--- config.mk ---
export PLATFORM = sky130hd
export DESIGN_NAME = grm_ctrl
export DESIGN_NICKNAME = d
export VERILOG_FILES = /design/src/hdl/grm_pkg.sv /design/src/hdl/grm_ctrl.sv
export SDC_FILE = /design/constraint.sdc
export NUM_CORES = 1
export LEC_CHECK = 0
export ABC_AREA = 1
export BUFFER_PORTS_ARGS = -buffer_cell sky130_fd_sc_hd__buf_2
export CAP_MARGIN = 20
export CORE_MARGIN = 2
export CORE_UTILIZATION = 39
export DETAILED_ROUTE_END_ITERATION = 12
export HOLD_SLACK_MARGIN = 0.15
export PLACE_DENSITY = 0.72
export SLEW_MARGIN = 20
export SYNTH_ARGS = -nofsm -noshare
export SYNTH_HDL_FRONTEND = slang
export SYNTH_SLANG_ARGS = --single-unit
--- constraint.sdc ---
create_clock -name clk -period 1.1 [get_ports clk]
set_input_delay 0.11 -clock clk [delete_from_list [all_inputs] [get_ports clk]]
set_output_delay 0.11 -clock clk [all_outputs]
set_load 0.02 [all_outputs]
--- src/hdl/grm_pkg.sv ---
// Types and constants shared by the grid ray march height unit.
package grm_pkg;

  localparam int SCREEN_COLUMNS = 32;
  localparam logic [7:0] HALF_COLS = 8'(SCREEN_COLUMNS / 2);

  localparam int HW   = 16;
  localparam int IHW  = 15;
  localparam int ANGW = 8;
  localparam int TRIG_DEPTH = 1 << ANGW;

  localparam logic [HW-1:0]  FAR_DELTA       = 16'd10000;
  localparam logic [IHW-1:0] INIT_HEIGHT_RST = 15'd16384;

  localparam int  CFG_AW = 3;
  localparam int  CFG_DW = 32;
  localparam logic CFG_IDX_INIT_HEIGHT = 1'b0;

  typedef enum logic [1:0] {
    FUNC_TRACE   = 2'd0,
    FUNC_TRIG    = 2'd1,
    FUNC_CELL    = 2'd2,
    FUNC_REBUILD = 2'd3
  } func_t;

  typedef enum logic [3:0] {
    S_CLEAR,
    S_IDLE,
    S_TRIG,
    S_INIT,
    S_MARCH,
    S_RESULT,
    S_RB_ZERO,
    S_RB_FAR,
    S_RB_DIV,
    S_RB_WAIT
  } state_t;

  typedef struct packed {
    logic trace_latch;
    logic trig_we;
    logic cell_we;
    logic march_init;
    logic march_step;
    logic res_load;
    logic out_load;
    logic clr_step;
    logic rb_init;
    logic rb_wr_zero;
    logic rb_wr_far;
    logic rb_wr_step;
    logic div_start;
  } cmd_t;

  typedef struct packed {
    logic clr_last;
    logic wall;
    logic too_low;
    logic march_last;
    logic div_done;
    logic rb_last;
    logic out_free;
  } stat_t;

endpackage

--- src/hdl/grm_ctrl.sv ---
// Sequencer for clear, trace, table write and distance table rebuild.
module grm_ctrl (
  input  logic           clk,
  input  logic           rst_n,
  input  logic           in_tvalid,
  input  logic [1:0]     in_tuser,
  output logic           in_tready,
  input  grm_pkg::stat_t stat,
  output grm_pkg::cmd_t  cmd
);
  import grm_pkg::*;

  state_t state_r;
  state_t state_nxt;
  func_t  func;
  logic   finish;

  assign func   = func_t'(in_tuser);
  assign finish = stat.wall || stat.too_low || stat.march_last;

  always_ff @(posedge clk) begin
    if (!rst_n) begin
      state_r <= S_CLEAR;
    end else begin
      state_r <= state_nxt;
    end
  end

  always_comb begin
    state_nxt = state_r;
    unique case (state_r)
      S_CLEAR: begin
        if (stat.clr_last) state_nxt = S_IDLE;
      end
      S_IDLE: begin
        if (in_tvalid) begin
          unique case (func)
            FUNC_TRACE:   state_nxt = S_TRIG;
            FUNC_REBUILD: state_nxt = S_RB_ZERO;
            default:      state_nxt = S_IDLE;
          endcase
        end
      end
      S_TRIG:    state_nxt = S_INIT;
      S_INIT:    state_nxt = S_MARCH;
      S_MARCH: begin
        if (finish) state_nxt = S_RESULT;
      end
      S_RESULT: begin
        if (stat.out_free) state_nxt = S_IDLE;
      end
      S_RB_ZERO: state_nxt = S_RB_FAR;
      S_RB_FAR:  state_nxt = S_RB_DIV;
      S_RB_DIV:  state_nxt = S_RB_WAIT;
      S_RB_WAIT: begin
        if (stat.div_done) state_nxt = stat.rb_last ? S_IDLE : S_RB_DIV;
      end
      default:   state_nxt = S_IDLE;
    endcase
  end

  always_comb begin
    cmd       = '0;
    in_tready = 1'b0;
    unique case (state_r)
      S_CLEAR: cmd.clr_step = 1'b1;
      S_IDLE: begin
        in_tready = 1'b1;
        if (in_tvalid) begin
          unique case (func)
            FUNC_TRACE: cmd.trace_latch = 1'b1;
            FUNC_TRIG:  cmd.trig_we     = 1'b1;
            FUNC_CELL:  cmd.cell_we     = 1'b1;
            default:    ;
          endcase
        end
      end
      S_TRIG: ;
      S_INIT: cmd.march_init = 1'b1;
      S_MARCH: begin
        cmd.march_step = !stat.wall && !stat.too_low;
        cmd.res_load   = finish;
      end
      S_RESULT:  cmd.out_load = stat.out_free;
      S_RB_ZERO: begin
        cmd.rb_wr_zero = 1'b1;
        cmd.rb_init    = 1'b1;
      end
      S_RB_FAR:  cmd.rb_wr_far = 1'b1;
      S_RB_DIV:  cmd.div_start = 1'b1;
      S_RB_WAIT: cmd.rb_wr_step = stat.div_done;
      default: ;
    endcase
  end

endmodule

==> impl_metrics.ini, run 1 <==
[pwr]
power.density_nw_per_um2 = 2050
p_leak_nw = 0.551
ir_worst_vdd_mv = 0.947
power_w = 0.00204

[synth]
ys_types = 18
synth-simple-area-share_pct = 56.0
synthXorXnorAreaFrac_pct = 0
syn_inst = 96
synth_top_family_by_area = simple AND/OR/NAND/NOR gates
ys_ff_latch = 4
synth_mux_area_share_pct = 0
ys.warnings.count = 0
syn_area_sq_um = 532
ys_seq_area_share_pct = 15.1
synthesis.nets = 112
synth_compound_area_share_pct = 4.71
synth_top_area_share_pct = 16.9
yosys.area.top_type = nand2_1
synth_area_leaders = nand2_1 (17%), dfxtp_1 (15%), nor2_1 (15%), inv_1 (11%), ha_1 (9.4%)
synth_fa_ha_area_share_pct = 9.41
synth.avg_cell_area_sq_um = 5.54

[drt]
routed_wl_um = 1830
initialDrtViolationCount = 21
avgViaCountPerCell = 4.93
ant_nets = 0
vias = 750
drc = 0
wl_per_cell_um = 12.1
dr.pass1.iters = 4

[sta]
drv_slew = 0
tightest_slew_ps = 206
whs_ps = 286
setup_violations = 18
finClkSkew_ps = 3.76
max_slew_margin_pct = 86.1
rsz0062_at_grt = yes
timing.final.hold_violations = 0
period_needed_ps = 1330
finalWorstSetupSlack_ps = -235
min_period_over_period_pct = 121
clock.fmax_ghz = 0.749

[floorplan]
io_pins = 26
coreArea_sq_um = 1280
die_height_um = 40.9
dieArea_sq_um = 1670
start_util_pct = 41.4
die_x_um = 40.9
rows = 13

[worst_setup_path]
criticalPathCategory = reg2out
r2r_end = state_r[0]
start_kind = register
worstSetupStartpoint = state_r[2]
r2r_slack_ps = -190
worstSetupEndpointType = primary output
critical_path.max_fanout = 5
worst_ep_required_time_ps = 990
rr_worst_depth = 10
cp.arrival_ps = 1220
cp-endpoint = cmd[6]
timing.rr.start = state_r[2]

[grt]
grt_pass1_wl_um = 2570
grt_max_degree = 7
gr-usage-all-layers_pct = 23.7
antenna_found_initial = 0
grt-ovfl-total = 0
grt_pass1_vias = 618

[placed_design]
place_ws_ps = -104
routabilityCongestion = 0.849
dp_hpwl_um = 1150
place_area_sq_um = 731
port_buffers = 25

[layout]
drive_above_1_share_pct = 59.9
largest_register_ffs = 4
top_register = state_r
final_area_sq_um = 996
nets = 155
mostFrequentLayoutCells = nand2_1 (18), buf_4 (15), nor2_1 (14)
antennaDiodeCount = 0
layout_commonest_cell = nand2_1
reg_top3 = state_r: 4 flops
syn2layout_area_growth_pct = 87.3

[clock_tree]
h-tree-depth = 1
root_buffer = clkbuf_4
clockBufferDepth = 2
clock-sinks = 4
tritoncts = built
insertion_delay_ps = 240
path_clk_slew_ps = 40
cts_buffers = 3

[run_status]
violations = setup timing
status = finished, violations left

[job]
maxCapViolCount = 0

[worst_hold_path]
min_path_type = in2reg
[stage by stage]
| step | setup TNS, ps | cells | util, % |
|---|---|---|---|
| after global routing | -3760 | 152 | 77.5 |
| after global placement | -301 | 139 | 56.9 |
| final | -2920 | 152 | 77.5 |
| after detailed placement | -402 | 139 | 56.9 |
| after CTS | -2560 | 149 | 72.6 |
| after floorplan | -18.4 | 96 | - |
[critical path, stage by stage, from the launching register on]
cell and delay, ps:
dfxtp_4 420, inv_6 60, nor2_4 130, nand2_1 70
nor2_1 130, buf_4 160
[worst min-delay path by stage]
stage	from	endpoint	slack [ps]	cells after the start
2_1_floorplan	rst_n	state_r[3]	220	2
3_3_place_gp	rst_n	state_r[3]	360	3
3_5_place_dp	rst_n	state_r[3]	360	3
4_1_cts	stat[3]	state_r[0]	270	5
5_1_grt	stat[3]	state_r[0]	340	5
6_report	stat[3]	state_r[0]	290	5
[timing repair]
action                                 in CTS  in global routing
buffers inserted                            6                  3
setup endpoints to repair                  18                 18
gates resized for setup                    42                 13
endpoints found under the hold margin       3                  0
pin swaps                                   8                  6
hold buffers                                1                  0
[cell usage after synthesis]
master    count
and3_1        1
nor2_4        2
o21ai_2       1
nor2_1       21
ha_1          4
nand2_1      24
nand3_2       1
o22ai_1       1
inv_1        16
inv_2         3
a21oi_1       1
nor2_2        3
o21ai_0       1
nand3b_2      1
nand2_2       4
nand3_1       7
dfxtp_1       4
buf_4         1
[power by group]
group          leakage [nW]  internal (W)  total (W)  switching [W]
sequential           0.0356      0.000216   0.000335       0.000119
clock                0.0138      0.000123   0.000196      0.0000731
combinational         0.501      0.000656    0.00151       0.000854
total                 0.551      0.000995    0.00204        0.00105
[cell type report]
type                    instances  area [sq um]
flip-flops and latches          4          95.1
well taps                      15          18.8
inverters                      19          86.3
repair buffers                 39           307
fillers                        89           289
multi-input cells              72           467
clock buffers                   3          22.5
[logic make-up after synthesis]
kind of cell,Yosys count
AOI/OAI and AO/OA,4
adders and majority gates,4
buffers and inverters,20
DFF,4
and+or+nand+nor,64
[metal layers]
metal | track usage [%] | share of wire, %
met2 | 48.8 | 56
met4 | 0 | 0
met1 | 24.3 | 39
met3 | 6.52 | 4.7
met5 | 0 | 0
No activity file was read; power rests on OpenSTA's default activity.
==> inputs of run 2 (changes only) <==
--- a/config.mk
+++ b/config.mk
@@ -12,7 +12,8 @@
 export CORE_UTILIZATION = 39
 export DETAILED_ROUTE_END_ITERATION = 12
 export HOLD_SLACK_MARGIN = 0.15
-export PLACE_DENSITY = 0.72
+export PLACE_DENSITY = 0.7
+export SETUP_SLACK_MARGIN = 0.4
 export SLEW_MARGIN = 20
 export SYNTH_ARGS = -nofsm -noshare
 export SYNTH_HDL_FRONTEND = slang
==> constraint.sdc (replaced) <==
create_clock -name clk -period 1.4 [get_ports clk]
set_input_delay 0.14 -clock clk [delete_from_list [all_inputs] [get_ports clk]]
set_output_delay 0.14 -clock clk [all_outputs]
set_load 0.02 [all_outputs]
==> impl_metrics.ini, run 2 (synthesized netlist as in run 1, its figures left out) <==
[run_status]
status = completed

[sta]
max_slew_margin_pct = 81.7
timing.final.hold_violations = 0
setup_tns_ps = 0
period_needed_ps = 1340
drv_slew = 0
finClkSkew_ps = 9.14
min_period_over_period_pct = 95.8
setup_violations = 0
clock.fmax_ghz = 0.746
rsz0062_at_grt = yes
tightest_slew_ps = 271

[layout]
drive_above_1_share_pct = 58.4
layout_commonest_cell = nand2_1
nets = 154
syn2layout_area_growth_pct = 86.4
largest_register_ffs = 4
fillers = 98
antennaDiodeCount = 0
reg_top3 = state_r: 4 flops
final_util_pct = 77.1
mostFrequentLayoutCells = nand2_1 (18), buf_2 (13), buf_6 (13)
top_register = state_r

[worst_setup_path]
timing.rr.start = state_r[3]
critical_path.max_fanout = 4
start_kind = register
rr_worst_depth = 9
r2r_slack_ps = 120
cp.arrival_ps = 1200
criticalPathCategory = reg2out
worstSetupEndpointType = primary output
worst_ep_required_time_ps = 1260
r2r_end = state_r[2]

[worst_hold_path]
min_path_type = in2reg
min_from = stat[6]
min_to = state_r[0]
min_path_cells = 4

[clock_tree]
insertion_delay_ps = 250
tritoncts = built
clockBufferDepth = 2
h-tree-depth = 1
cts_buffers = 3
clock-sinks = 4
root_buffer = clkbuf_4
path_clk_slew_ps = 50

[job]
maxCapViolCount = 0

[drt]
vias = 734
avgViaCountPerCell = 4.83
dr.pass1.iters = 4
drc = 0
ant_nets = 0
initialDrtViolationCount = 7
routed_wl_um = 1740
wl_per_cell_um = 11.4

[floorplan]
dieArea_sq_um = 1670
io_pins = 26
coreArea_sq_um = 1280
start_util_pct = 41.4
rows = 13
die_height_um = 40.9
die_x_um = 40.9

[pwr]
ir_worst_vdd_mv = 0.934
power.density_nw_per_um2 = 1570
p_leak_nw = 0.547

[grt]
gr-usage-all-layers_pct = 23.0
grt-ovfl-total = 0
grt_pass1_wl_um = 2550
grt_pass1_vias = 646
antenna_found_initial = 0
grt_max_degree = 7

[placed_design]
dp_hpwl_um = 1100
port_buffers = 25
routabilityCongestion = 0.809
-- run 2: cell count changes in the layout (fill, tap and decap cells not counted), moves of 2 or more --
| cell | change |
|---|---|
| buf_6 | +2 |
| inv_1 | +2 |
| nor2_1 | -3 |
| inv_2 | -2 |
| nor2_2 | +4 |
| buf_4 | -4 |
-- run 2: report_power, final --
part | switching, W | internal (W)
registers | 0.0000854 | 0.000170
clock network | 0.0000576 | 0.000108
logic | 0.000652 | 0.000484
total | 0.000795 | 0.000761
-- run 2: how the worst max path moves through the flow --
stage / endpoint / slack (ps) / from
floorplan: state_r[0] / 280 / state_r[1]
global placement: state_r[0] / 180 / state_r[1]
detailed placement: cmd[7] / 190 / state_r[1]
CTS: cmd[12] / 100 / state_r[1]
global route: cmd[1] / 10 / state_r[1]
finish: cmd[12] / 60 / state_r[3]
-- run 2: area by class of cell --
type	instances	area, sq um	share of cell area, %
clock buffer	4	26.3	2.65
timing repair buffer	38	304	30.7
sequential	4	95.1	9.60
multi-input combinational	72	463	46.7
inverter	19	83.8	8.46
tap	15	18.8	1.89
-- run 2: routing by layer --
metal / global-route usage, % / up-vias / part of all wire, %
li1: - / 368 / -
met2: 44.1 / 23 / 54
met3: 4.89 / 2 / 3.6
met1: 25.0 / 341 / 42
met4: 5.00 / 0 / 0.86
met5: 0 / - / 0
-- run 2: worst max-delay path: stages, from the launching register on --
cell and delay (ps):
dfxtp_4 370, inv_6 80, nand2_4 50, nor2_4 160, inv_4 80, nor2_4 90
buf_6 120
-- run 2: what timing repair did --
| item | CTS | global route |
|---|---|---|
| hold endpoints to repair | 1 | 0 |
| setup buffers | 10 | 2 |
| resized for setup | 37 | 11 |
| pin swaps | 7 | 9 |
| endpoints found under the setup margin | 18 | 18 |
| hold buffers | 1 | 0 |
-- run 2: metrics by stage --
stage	instances	area, sq um	worst slack (ps)	hold WS (ps)	total power, W
2_1_floorplan	96	583	282	256	0.000837
3_3_place_gp	135	719	177	401	0.00101
3_5_place_dp	135	719	186	404	0.00101
4_1_cts	150	937	96.5	278	0.00143
5_1_grt	152	991	13.6	302	0.00168
6_report	152	991	59.2	294	0.00156
